[config.mk]
export PLATFORM = sky130hd
export DESIGN_NAME = mcs96_instruction_predecoder_unit
export DESIGN_NICKNAME = d
export VERILOG_FILES = /design/src/rtl/core/mcs96pd_pkg.sv /design/src/rtl/core/mcs96pd_decode.sv /design/src/rtl/core/mcs96_instruction_predecoder_unit.sv
export SDC_FILE = /design/constraint.sdc
export NUM_CORES = 1
export LEC_CHECK = 0
export ABC_CLOCK_PERIOD_IN_PS = 10300
export BUFFER_PORTS_ARGS = -buffer_cell sky130_fd_sc_hd__buf_2
export CAP_MARGIN = 20
export CORE_MARGIN = 2
export CORE_UTILIZATION = 50
export DETAILED_ROUTE_END_ITERATION = 8
export GPL_TIMING_DRIVEN = 0
export HOLD_SLACK_MARGIN = 0.12
export PLACE_DENSITY = 0.69
export SETUP_SLACK_MARGIN = 0.05
export SLEW_MARGIN = 20
export SYNTH_ARGS = -nofsm -noshare
export SYNTH_HDL_FRONTEND = slang
export SYNTH_SLANG_ARGS = --single-unit
[constraint.sdc]
create_clock -name clk_i -period 10.3 [get_ports clk_i]
set_clock_uncertainty 0.15 [all_clocks]
set_input_delay 1.03 -clock clk_i [delete_from_list [all_inputs] [get_ports clk_i]]
set_output_delay 1.03 -clock clk_i [all_outputs]
set_load 0.1 [all_outputs]
[src/rtl/core/mcs96pd_pkg.sv]
package mcs96pd_pkg;

  // default width of the program counter
  localparam int unsigned ADDRESS_WIDTH = 16;

  // most bytes one instruction can occupy
  localparam int unsigned MAX_BYTES = 6;

  // configuration register indexes
  typedef enum logic [0:0] {
    CFG_START = 1'b0,
    CFG_END   = 1'b1
  } cfg_reg_e;

  // instruction groups
  typedef enum logic [4:0] {
    GRP_UNDEF    = 5'd0,
    GRP_ARITH_A  = 5'd1,
    GRP_ARITH_B  = 5'd2,
    GRP_SINGLE   = 5'd3,
    GRP_ONEBYTE  = 5'd4,
    GRP_CONDJUMP = 5'd5,
    GRP_SHIFT    = 5'd6,
    GRP_JBC      = 5'd7,
    GRP_JBS      = 5'd8,
    GRP_DJNZ     = 5'd9,
    GRP_PUSHPOP  = 5'd10,
    GRP_STORE    = 5'd11,
    GRP_LJMP     = 5'd12,
    GRP_LCALL    = 5'd13,
    GRP_SJMP     = 5'd14,
    GRP_SCALL    = 5'd15,
    GRP_BR       = 5'd16,
    GRP_PREFIX   = 5'd17
  } group_e;

  // addressing modes
  typedef enum logic [1:0] {
    AM_DIRECT   = 2'd0,
    AM_IMMEDIATE = 2'd1,
    AM_INDIRECT = 2'd2,
    AM_INDEXED  = 2'd3
  } addr_mode_e;

  // bytes of the instruction being gathered
  typedef logic [MAX_BYTES-1:0][7:0] code_bytes_t;

  // one decoded instruction record
  typedef struct packed {
    logic [15:0] instr_addr;
    logic [2:0]  length;
    group_e      group;
    logic [3:0]  sub_op;
    logic [1:0]  flags;
    addr_mode_e  addr_mode;
    logic [1:0]  reg_count;
    logic [7:0]  base_reg;
    logic [15:0] word_value;
    logic [7:0]  reg_b;
    logic [7:0]  reg_c;
    logic [15:0] target;
  } record_t;

endpackage

[src/rtl/core/mcs96pd_decode.sv]
module mcs96pd_decode #(
  parameter int unsigned AddrWidth = mcs96pd_pkg::ADDRESS_WIDTH
) (
  input  mcs96pd_pkg::code_bytes_t bytes_i,
  input  logic [2:0]               have_i,
  input  logic [AddrWidth-1:0]     pc_i,
  output logic                     complete_o,
  output logic [AddrWidth-1:0]     next_pc_o,
  output mcs96pd_pkg::record_t     rec_o
);

  // pick one gathered byte by position
  function automatic logic [7:0] byte_at(mcs96pd_pkg::code_bytes_t b, logic [2:0] idx);
    logic [7:0] r;
    unique case (idx)
      3'd0: r = b[0];
      3'd1: r = b[1];
      3'd2: r = b[2];
      3'd3: r = b[3];
      3'd4: r = b[4];
      3'd5: r = b[5];
      default: r = 8'h00;
    endcase
    return r;
  endfunction

  logic [7:0]             op, b1, b2, b3;
  mcs96pd_pkg::group_e    grp;
  logic [3:0]             sub;
  logic                   bytef;
  mcs96pd_pkg::addr_mode_e am;
  logic                   has_op;
  logic [2:0]             op_len;
  logic [2:0]             len;
  logic [2:0]             p;
  logic [AddrWidth-1:0]   step;
  logic [AddrWidth-1:0]   offset;

  assign op = bytes_i[0];
  assign b1 = bytes_i[1];
  assign b2 = bytes_i[2];
  assign b3 = bytes_i[3];

  // opcode classification
  always_comb begin
    sub    = 4'd0;
    bytef  = 1'b0;
    am     = mcs96pd_pkg::AM_DIRECT;
    has_op = 1'b0;
    grp    = mcs96pd_pkg::GRP_UNDEF;
    priority if (op == 8'hfe) begin
      grp = mcs96pd_pkg::GRP_PREFIX;
    end else if (op[7:6] == 2'b01) begin
      grp    = mcs96pd_pkg::GRP_ARITH_A;
      has_op = 1'b1;
      am     = mcs96pd_pkg::addr_mode_e'(op[1:0]);
      bytef  = op[4];
      sub    = {2'b00, op[3:2]};
    end else if (op[7:6] == 2'b10) begin
      grp    = mcs96pd_pkg::GRP_ARITH_B;
      has_op = 1'b1;
      am     = mcs96pd_pkg::addr_mode_e'(op[1:0]);
      bytef  = op[4];
      sub    = {1'b0, op[5], op[3:2]};
    end else if ((op & 8'he8) == 8'h00) begin
      grp   = mcs96pd_pkg::GRP_SINGLE;
      sub   = {1'b0, op[2:0]};
      bytef = op[4];
    end else if (op[7:4] == 4'hf) begin
      grp = mcs96pd_pkg::GRP_ONEBYTE;
      sub = op[3:0];
    end else if (op[7:4] == 4'hd) begin
      grp = mcs96pd_pkg::GRP_CONDJUMP;
      sub = op[3:0];
    end else if ((op & 8'he8) == 8'h08) begin
      grp   = mcs96pd_pkg::GRP_SHIFT;
      sub   = {op[4], op[2:0]};
      bytef = op[4];
    end else if (op[7:3] == 5'b00110) begin
      grp = mcs96pd_pkg::GRP_JBC;
      sub = {1'b0, op[2:0]};
    end else if (op[7:3] == 5'b00111) begin
      grp = mcs96pd_pkg::GRP_JBS;
      sub = {1'b0, op[2:0]};
    end else if (op == 8'he0) begin
      grp = mcs96pd_pkg::GRP_DJNZ;
    end else if (op[7:3] == 5'b11001) begin
      grp    = mcs96pd_pkg::GRP_PUSHPOP;
      has_op = 1'b1;
      am     = mcs96pd_pkg::addr_mode_e'(op[1:0]);
      bytef  = op[4];
      sub    = {3'b000, op[2]};
    end else if (op[7:3] == 5'b11000) begin
      grp    = mcs96pd_pkg::GRP_STORE;
      has_op = 1'b1;
      am     = mcs96pd_pkg::addr_mode_e'(op[1:0]);
      bytef  = op[2];
    end else if (op == 8'he7) begin
      grp = mcs96pd_pkg::GRP_LJMP;
    end else if (op == 8'hef) begin
      grp = mcs96pd_pkg::GRP_LCALL;
    end else if (op[7:3] == 5'b00100) begin
      grp = mcs96pd_pkg::GRP_SJMP;
    end else if (op[7:3] == 5'b00101) begin
      grp = mcs96pd_pkg::GRP_SCALL;
    end else if (op == 8'he3) begin
      grp = mcs96pd_pkg::GRP_BR;
    end else begin
      grp = mcs96pd_pkg::GRP_UNDEF;
    end
  end

  // general operand length and instruction length
  always_comb begin
    unique case (am)
      mcs96pd_pkg::AM_IMMEDIATE: op_len = bytef ? 3'd1 : 3'd2;
      mcs96pd_pkg::AM_INDEXED:   op_len = (have_i >= 3'd2 && b1[0]) ? 3'd3 : 3'd2;
      default:                   op_len = 3'd1;
    endcase
    unique case (grp)
      mcs96pd_pkg::GRP_ARITH_A: len = 3'd1 + op_len + (op[5] ? 3'd1 : 3'd2);
      mcs96pd_pkg::GRP_ARITH_B,
      mcs96pd_pkg::GRP_STORE:   len = 3'd2 + op_len;
      mcs96pd_pkg::GRP_PUSHPOP: len = 3'd1 + op_len;
      mcs96pd_pkg::GRP_SINGLE,
      mcs96pd_pkg::GRP_CONDJUMP,
      mcs96pd_pkg::GRP_SJMP,
      mcs96pd_pkg::GRP_SCALL,
      mcs96pd_pkg::GRP_BR:      len = 3'd2;
      mcs96pd_pkg::GRP_SHIFT,
      mcs96pd_pkg::GRP_JBC,
      mcs96pd_pkg::GRP_JBS,
      mcs96pd_pkg::GRP_DJNZ,
      mcs96pd_pkg::GRP_LJMP,
      mcs96pd_pkg::GRP_LCALL:   len = 3'd3;
      default:                  len = 3'd1;
    endcase
  end

  assign p          = 3'd1 + op_len;
  assign complete_o = (have_i >= len);
  assign next_pc_o  = pc_i + AddrWidth'(len);

  // operand fields and branch displacement
  always_comb begin
    rec_o            = '0;
    rec_o.instr_addr = pc_i[15:0];
    rec_o.length     = len;
    rec_o.group      = grp;
    rec_o.sub_op     = sub;
    rec_o.flags      = {1'b0, bytef};
    rec_o.addr_mode  = am;
    step             = '0;
    offset           = '0;

    // general operand
    if (has_op) begin
      unique case (am)
        mcs96pd_pkg::AM_DIRECT: begin
          rec_o.base_reg = b1;
        end
        mcs96pd_pkg::AM_IMMEDIATE: begin
          rec_o.word_value = bytef ? {8'h00, b1} : {b2, b1};
        end
        mcs96pd_pkg::AM_INDIRECT: begin
          rec_o.base_reg = {b1[7:1], 1'b0};
          rec_o.flags[1] = b1[0];
        end
        default: begin
          rec_o.base_reg   = {b1[7:1], 1'b0};
          rec_o.flags[1]   = b1[0];
          rec_o.word_value = b1[0] ? {b3, b2} : {8'h00, b2};
        end
      endcase
      if (grp != mcs96pd_pkg::GRP_PUSHPOP) begin
        rec_o.reg_b     = byte_at(bytes_i, p);
        rec_o.reg_count = 2'd1;
        if (grp == mcs96pd_pkg::GRP_ARITH_A && !op[5]) begin
          rec_o.reg_c     = byte_at(bytes_i, p + 3'd1);
          rec_o.reg_count = 2'd2;
        end
      end
    end

    // group specific operands
    unique case (grp)
      mcs96pd_pkg::GRP_SINGLE,
      mcs96pd_pkg::GRP_BR: begin
        rec_o.reg_b     = b1;
        rec_o.reg_count = 2'd1;
      end
      mcs96pd_pkg::GRP_CONDJUMP: begin
        step   = AddrWidth'(2);
        offset = AddrWidth'($signed(b1));
      end
      mcs96pd_pkg::GRP_SHIFT: begin
        rec_o.word_value = {8'h00, b1};
        rec_o.reg_b      = b2;
        rec_o.reg_count  = 2'd1;
      end
      mcs96pd_pkg::GRP_JBC,
      mcs96pd_pkg::GRP_JBS,
      mcs96pd_pkg::GRP_DJNZ: begin
        rec_o.reg_b     = b1;
        rec_o.reg_count = 2'd1;
        step            = AddrWidth'(3);
        offset          = AddrWidth'($signed(b2));
      end
      mcs96pd_pkg::GRP_LJMP,
      mcs96pd_pkg::GRP_LCALL: begin
        step   = AddrWidth'(3);
        offset = AddrWidth'($signed({b2, b1}));
      end
      mcs96pd_pkg::GRP_SJMP,
      mcs96pd_pkg::GRP_SCALL: begin
        step   = AddrWidth'(2);
        offset = AddrWidth'($signed({op[2:0], b1}));
      end
      default: begin
      end
    endcase

    // relative target from the address after the instruction
    if (step != '0) begin
      rec_o.target = 16'(pc_i + step + offset);
    end
  end

endmodule

[src/rtl/core/mcs96_instruction_predecoder_unit.sv]
// a record goes to the output register, or to the skid register while that one is held
// throughput: one code byte per cycle; bytes keep flowing while one record waits in the
// output register, the input stalls only while a second record waits in the skid register
// reset: program counter 0, end address 0xffff, byte count 0, not stopped, output empty;
// gathered bytes are not reset
module mcs96_instruction_predecoder_unit #(
  parameter int unsigned ADDRESS_WIDTH = mcs96pd_pkg::ADDRESS_WIDTH
) (
  input  logic        clk_i,
  input  logic        rst_ni,
  // configuration write
  input  logic        cfg_valid_i,
  output logic        cfg_ready_o,
  input  logic [0:0]  cfg_index_i,
  input  logic [15:0] cfg_data_i,
  // code byte stream
  input  logic        in_valid_i,
  output logic        in_stall_o,
  input  logic [7:0]  code_byte_i,
  // decoded records
  output logic        out_valid_o,
  input  logic        out_stall_i,
  output logic [15:0] instr_addr_o,
  output logic [2:0]  length_o,
  output logic [4:0]  group_o,
  output logic [3:0]  sub_op_o,
  output logic [1:0]  flags_o,
  output logic [1:0]  addr_mode_o,
  output logic [1:0]  reg_count_o,
  output logic [7:0]  base_reg_o,
  output logic [15:0] word_value_o,
  output logic [7:0]  reg_b_o,
  output logic [7:0]  reg_c_o,
  output logic [15:0] target_o
);

  logic [ADDRESS_WIDTH-1:0] pc_q;
  logic [15:0]              end_q;
  logic [2:0]               idx_q;
  logic                     stopped_q;
  mcs96pd_pkg::code_bytes_t bytes_q;

  logic                     in_acc, cfg_acc, work;
  logic [2:0]               idx_eff;
  mcs96pd_pkg::code_bytes_t cur_bytes;
  logic                     complete;
  logic [ADDRESS_WIDTH-1:0] next_pc;
  mcs96pd_pkg::record_t     rec;
  logic                     rec_valid;

  logic                     out_valid_q, skid_valid_q;
  mcs96pd_pkg::record_t     out_q, skid_q;
  logic                     out_pop;

  assign cfg_ready_o = 1'b1;
  assign cfg_acc     = cfg_valid_i & cfg_ready_o;
  assign in_stall_o  = skid_valid_q;
  assign in_acc      = in_valid_i & ~in_stall_o;
  assign work        = in_acc & ~stopped_q;
  assign idx_eff     = (idx_q > 3'd5) ? 3'd0 : idx_q;

  // current byte merged into the gathered bytes
  always_comb begin
    cur_bytes = bytes_q;
    for (int i = 0; i < int'(mcs96pd_pkg::MAX_BYTES); i++) begin
      if (idx_eff == 3'(i)) begin
        cur_bytes[i] = code_byte_i;
      end
    end
  end

  mcs96pd_decode #(
    .AddrWidth(ADDRESS_WIDTH)
  ) u_decode (
    .bytes_i   (cur_bytes),
    .have_i    (idx_eff + 3'd1),
    .pc_i      (pc_q),
    .complete_o(complete),
    .next_pc_o (next_pc),
    .rec_o     (rec)
  );

  assign rec_valid = work & complete;

  // gathered byte storage
  always_ff @(posedge clk_i) begin
    if (work) begin
      bytes_q[idx_eff] <= code_byte_i;
    end
  end

  // program counter, byte count and stop flag
  always_ff @(posedge clk_i or negedge rst_ni) begin
    if (!rst_ni) begin
      pc_q      <= '0;
      end_q     <= 16'hffff;
      idx_q     <= 3'd0;
      stopped_q <= 1'b0;
    end else begin
      if (work) begin
        if (complete) begin
          pc_q      <= next_pc;
          idx_q     <= 3'd0;
          stopped_q <= (next_pc >= ADDRESS_WIDTH'(end_q));
        end else begin
          idx_q <= idx_eff + 3'd1;
        end
      end
      if (cfg_acc) begin
        unique case (cfg_index_i)
          mcs96pd_pkg::CFG_START: begin
            pc_q      <= ADDRESS_WIDTH'(cfg_data_i);
            idx_q     <= 3'd0;
            stopped_q <= 1'b0;
          end
          default: begin
            end_q <= cfg_data_i;
          end
        endcase
      end
    end
  end

  // output register with skid stage
  assign out_pop = out_valid_q & ~out_stall_i;

  always_ff @(posedge clk_i or negedge rst_ni) begin
    if (!rst_ni) begin
      out_valid_q  <= 1'b0;
      skid_valid_q <= 1'b0;
    end else begin
      if (skid_valid_q) begin
        if (out_pop) begin
          skid_valid_q <= 1'b0;
        end
      end else if (rec_valid) begin
        if (out_valid_q && !out_pop) begin
          skid_valid_q <= 1'b1;
        end else begin
          out_valid_q <= 1'b1;
        end
      end else if (out_pop) begin
        out_valid_q <= 1'b0;
      end
    end
  end

  // record payload
  always_ff @(posedge clk_i) begin
    if (skid_valid_q) begin
      if (out_pop) begin
        out_q <= skid_q;
      end
    end else if (rec_valid) begin
      if (out_valid_q && !out_pop) begin
        skid_q <= rec;
      end else begin
        out_q <= rec;
      end
    end
  end

  assign out_valid_o  = out_valid_q;
  assign instr_addr_o = out_q.instr_addr;
  assign length_o     = out_q.length;
  assign group_o      = out_q.group;
  assign sub_op_o     = out_q.sub_op;
  assign flags_o      = out_q.flags;
  assign addr_mode_o  = out_q.addr_mode;
  assign reg_count_o  = out_q.reg_count;
  assign base_reg_o   = out_q.base_reg;
  assign word_value_o = out_q.word_value;
  assign reg_b_o      = out_q.reg_b;
  assign reg_c_o      = out_q.reg_c;
  assign target_o     = out_q.target;

endmodule
==> flow_metrics.tcl, run 1 <==
set metrics [dict create \
    routed_wl_um 41600 \
    syn_nets 1344 \
    io_buffers 121 \
    synth_edf_count 228 \
    finalHoldViolCount 0 \
    cts.path.max_buffers 3 \
    end_kind "flip-flop" \
    drv_cap 0 \
    setup_tns_ns 0 \
    maxSlewViolCount 0 \
    drc 0 \
    clock-sinks 266 \
    fin_crit_sh_pct 82.0 \
    ys_types 84 \
    worst-path-max-fanout 11 \
    synthFlopType "edfxtp_1" \
    die_width_um 175 \
    clk_latency_ns 0.56 \
    initial_utilization_pct 50.9 \
    cp.arrival_ns 8.72 \
    htree_levels 1 \
    firstDrtPassIters 7 \
    synth_area_um2 14600 \
    worstSetupPathType "flip-flop to flip-flop" \
    critPathLaunchType "flip-flop" \
    finalSetupViolations 0 \
    gr-usage-met3_pct 3.22 \
    drt_iter0_drc 1124 \
    synth_seq_cells 266 \
    wl_per_cell_um 23.0 \
    grt_max_degree 58 \
    netlist_instances 1243 \
    grt_setup_unrepaired "no" \
    io_pins 123 \
    cts_made_buffers 28 \
    core_um2 28700 \
    holdBufCountCts 0 \
    grt_pass1_wl_um 62900 \
    synth_seq_area_share_pct 53.5 \
    crit_top_cell "ha_1" \
    async_reset_ff_share_pct 14.3 \
    required_ns 10.57 \
    use_met1_pct 41.3 \
    vias 10800 \
    rows 62 \
    antenna_left 0 \
    clkSlewWorstSetupHoldPaths_ns 0.07 \
    grt_antenna_before_repair 0 \
    postCtsSetupRepairBufs 0 \
    areaGrowthSynthToFinish_pct 15.4 \
    place_hpwl_um 31000 \
    grt_pass1_vias 10300 \
    grt.overflow.total 0 \
    die_area_um2 30600 \
    r2r_slack_ns 1.85 \
    worst_pin_slew_ns 1.13 \
    chipHeight_um 175 \
    status "finished clean" \
    drive_gt1_share_pct 22.9 \
    post_cts_resized 0 \
    ys_warn_count 0 \
    cts-root-buf "clkbuf_16" \
    antenna_cells 0 \
    grtUsageTotal_pct 27.0 \
    nFillCells 2426 \
    fmax_mhz 118 \
    top_usage_layer "met1" \
    grtUsageMet2_pct 41.1 \
    cts_tree "yes" \
    gp_congestion 0.924 \
    hp-class "flip-flop to flip-flop" \
    fin_nets 1501 \
    avgSynthCellArea_um2 11.7 \
    critPathSlowestCell "a22oi_1" \
    max_stage_delay_ns 0.80 \
    relSlewSlack_pct 22.7 \
    viasPerCell 6.00 \
    fin_crit_ns 8.45 \
]
[routing by layer]
layer	vias up	wire length (um)
met1	5303	19500
met4	0	1030
met5	-	0
met3	75	2830
li1	5005	-
met2	445	18300
[worst paths after layout]
check,from,to,cells after the start
max,idx_q[1],stopped_q,31
min,skid_q[19],reg_c_o[3],2
max reg2reg,idx_q[1],stopped_q,31
min reg2reg,skid_q[19],reg_c_o[3],2
max in group asynchronous,rst_ni,pc_q[9],1
min in group asynchronous,rst_ni,idx_q[2],1
[layout make-up]
cell class,instances,area [um^2],share of cell area (%)
well taps,384,480,2.85
inverters,50,188,1.11
repair buffers,127,756,4.49
clock inverters,19,216,1.28
clock buffers,33,741,4.40
plain buffers,68,298,1.77
multi-input cells,859,6350,37.7
flip-flops and latches,266,7820,46.4
[synth_stat cells, types with 23 or more instances]
cell | number | area share, %
o21ai_0 | 45 | 1.5
nor3_1 | 24 | 0.82
nand3_1 | 23 | 0.79
o31ai_1 | 35 | 1.8
nor2_1 | 106 | 2.7
inv_1 | 46 | 1.2
nand2_1 | 105 | 2.7
edfxtp_1 | 228 | 47
clkbuf_1 | 39 | 1.0
ha_1 | 66 | 5.7
mux2i_1 | 37 | 2.5
a21oi_1 | 41 | 1.4
mux2_2 | 93 | 7.2
[stage by stage]
stage               utilization [%]  instance area, um^2  std cells  worst slack, ns  hold WS (ns)
floorplan                         -                14600       1243            0.507         0.346
global placement               54.7                15700       1748            -3.06         0.360
detailed placement             55.3                15900       1753             1.71         0.365
CTS                            58.6                16800       1805             2.10         0.379
global route                   58.7                16800       1806             1.52         0.404
finish                         58.7                16800       1806             1.85         0.375
[layout by cell type (no fill, tap or decap), types with 23 or more instances in the layout]
| cell type | count |
|---|---|
| clkbuf_1 | 43 |
| ha_1 | 66 |
| nor2_1 | 106 |
| clkbuf_16 | 29 |
| a21oi_1 | 40 |
| o21ai_0 | 45 |
| nand3_1 | 23 |
| o31ai_1 | 35 |
| nand2_1 | 105 |
| mux2i_1 | 32 |
| inv_1 | 46 |
| mux2_2 | 93 |
| buf_2 | 137 |
| edfxtp_1 | 228 |
[kinds of logic after synthesis]
group	synth area share, %
adders and majority gates	6.34
and+or+nand+nor	10.8
other	0.0257
AOI/OAI and AO/OA	13.3
DFF	53.5
muxes	10.4
xor gates and xnor gates	2.28
buffers and inverters	3.32
[state kept, by name, indices dropped and copies added, names as in the netlist, 3 cells and up]
register      flops
skid_q           90
bytes_q          48
end_q            16
instr_addr_o     16
pc_q             16
target_o         16
word_value_o     16
base_reg_o        8
reg_b_o           8
reg_c_o           8
group_o           5
sub_op_o          4
idx_q             3
length_o          3
[critical path, delay by kind of cell (launching register included)]
kind,cells,cell delay (ns)
AO/OA/AOI/OAI,12,2.96
AND/OR/NAND/NOR,7,1.62
flip-flops,1,0.55
XOR/XNOR,1,0.19
adder cells (fa/ha/maj),5,1.68
buffers and inverters,6,1.12
Power of run 1 is left out: the tool's default activity adds up to more than one toggle a clock period on the data nets, which glitch-free logic cannot reach.
==> run 2, diff against run 1 <==
Settings changed: ABC_AREA from default to 1, ABC_CLOCK_PERIOD_IN_PS 10300 to 7480.
Clock period 10.3 ns to 7.48 ns, I/O delays scaled along.
==> run 2 against run 1 <==
Net effect: maximum frequency rose by 24%; worst setup slack got worse by 1.2 ns; core utilization rose by 0.89 points; highest routed layer unchanged.
==> flow_metrics.tcl, run 2 <==
set metrics [dict create \
    status "finished clean" \
    initial_utilization_pct 51.2 \
    ys_types 56 \
    vias 11000 \
    htree_levels 1 \
    grt_pass1_vias 10300 \
    hp-class "input port to async pin" \
    drt_iter0_drc 1014 \
    grt_max_degree 39 \
    drv_cap 0 \
    cts_made_buffers 29 \
    cp.arrival_ns 7.13 \
    largest_reg_flops 90 \
    synth_seq_cells 266 \
    synth_seq_area_share_pct 54.7 \
    worst_pin_slew_ns 1.16 \
    required_ns 7.80 \
    ff2ff_path_depth 40 \
    drive_gt1_share_pct 18.2 \
    fin_crit_sh_pct 91.0 \
    fmax_mhz 147 \
    cts-root-buf "clkbuf_16" \
    r2r_slack_ns 0.67 \
    routed_wl_um 38400 \
    largestRegisters "skid_q (90), bytes_q (48)" \
    synth.area.top_cells "edfxtp_1 (48%), nand2_1 (10%), ha_1 (5.8%), inv_1 (4.8%), dfrtp_1 (3.9%)" \
    clk_latency_ns 0.56 \
    crit_top_cell "nand2_1" \
    post-route-util_pct 59.6 \
    synth_area_um2 14300 \
    synthFlopType "edfxtp_1" \
    core_um2 27900 \
    final_common_cell "nand2_1" \
    fin_nets 1754 \
    maxSlewViolCount 0 \
    clock-sinks 266 \
    relSlewSlack_pct 21.9 \
    chipHeight_um 173 \
    synth_top_area_share_pct 47.9 \
    async_reset_ff_share_pct 14.3 \
    holdBufCountCts 0 \
    nFillCells 2419 \
    synth_top_cell_by_area "edfxtp_1" \
    timing.rr.start "idx_q[1]" \
    grt.overflow.total 0 \
    finalHoldViolCount 0 \
    finalSetupViolations 0 \
    worstSetupPathType "flip-flop to flip-flop" \
    reg2reg_to "stopped_q" \
    synth_most_common_cell "nand2_1" \
    grt_setup_unrepaired "no" \
    regMostFlops "skid_q" \
    cts.path.max_buffers 3 \
    synth_edf_count 228 \
    max_stage_delay_ns 0.48 \
    grtUsageTotal_pct 25.3 \
    clkSlewWorstSetupHoldPaths_ns 0.06 \
    grt_pass1_wl_um 59000 \
    place_hpwl_um 29300 \
    setup_tns_ns 0 \
    antenna_left 0 \
    critPathSlowestCell "dfrtp_1" \
    die_width_um 173 \
    grt_antenna_before_repair 0 \
    ys_warn_count 0 \
    io_buffers 121 \
    syn_nets 1592 \
    wl_per_cell_um 18.7 \
    viasPerCell 5.37 \
    die_area_um2 30000 \
    cts_tree "yes" \
    instances_no_fill 2052 \
    worst-path-max-fanout 10 \
    final_cell_mix "nand2_1 (389), edfxtp_1 (228), inv_1 (182)" \
    firstDrtPassIters 6 \
    fin_crit_ns 6.81 \
    dp.cells 1998 \
    areaGrowthSynthToFinish_pct 16.5 \
    netlist_instances 1491 \
    critPathLaunchType "flip-flop" \
    end_kind "flip-flop" \
    avgSynthCellArea_um2 9.58 \
    gp_congestion 0.959 \
    rows 61 \
    antenna_cells 0 \
    drc 0 \
    postCtsSetupRepairBufs 0 \
    io_pins 123 \
    netlist_top_cells_count "nand2_1 (389), edfxtp_1 (228), inv_1 (182)" \
]
run 2: metrics by stage:
stage | hold WS [ns] | instance area (um^2) | worst slack [ns]
global route | 0.211 | 16600 | 0.0155
CTS | 0.158 | 16600 | 0.604
floorplan | 0.302 | 14300 | 0.359
finish | 0.144 | 16600 | 0.675
global placement | 0.319 | 15400 | -1.34
detailed placement | 0.327 | 15600 | 0.653
run 2: critical path, delay by kind of cell, from the launching register on:
kind | cells | cell delay (ns)
AO/OA/AOI/OAI | 3 | 0.43
flip-flops | 1 | 0.48
buffers and inverters | 7 | 0.71
adder cells (fa/ha/maj) | 5 | 1.69
XOR/XNOR | 2 | 0.37
AND/OR/NAND/NOR | 23 | 2.87
run 2: cells by family (layout without fill, tap and decap cells):
family                     after synthesis  in the layout  synth area share, %
and+or+nand+nor                        605            605                 18.7
AOI/OAI and AO/OA                      286            286                 12.1
DFF                                    266            266                 54.7
buffers and inverters                  241            424                 6.68
adders and majority gates               71             71                 6.48
xor gates and xnor gates                21             21                 1.29
other                                    1              1               0.0262
run 2: repair_timing:
action                     CTS  global route
resized for setup            0             2
hold endpoints to repair     0             0
setup endpoints to repair    0             1
run 2: how the worst max path moves through the flow:
| stage | startpoint | to | slack [ns] | cells past startpoint |
|---|---|---|---|---|
| CTS | idx_q[1] | stopped_q | 0.60 | 36 |
| global route | idx_q[1] | stopped_q | 0.02 | 40 |
| finish | idx_q[1] | stopped_q | 0.67 | 40 |
| floorplan | idx_q[1] | addr_mode_o[0] | 0.36 | 30 |
| global placement | idx_q[1] | word_value_o[4] | -1.34 | 26 |
| detailed placement | idx_q[1] | stopped_q | 0.65 | 36 |
run 2: per-layer routing:
metal  vias to the layer above  GRT usage, %  wire length (um)
met3                        67          4.49              3190
met2                       442          37.0             16300
met1                      5106          38.0             17600
met4                         0          8.51              1270
li1                       5400             -                 -
met5                         -             0                 0
run 2: final cells by class:
class | count | area, um^2 | area share (%)
buffer | 42 | 204 | 1.23
clock buffer | 31 | 733 | 4.41
clock inverter | 21 | 309 | 1.86
inverter | 199 | 751 | 4.51
multi-input combinational | 984 | 5560 | 33.4
sequential | 266 | 7820 | 47.0
tap | 378 | 473 | 2.84
timing repair buffer | 131 | 793 | 4.77
Power of run 2 is left out for the same reason.
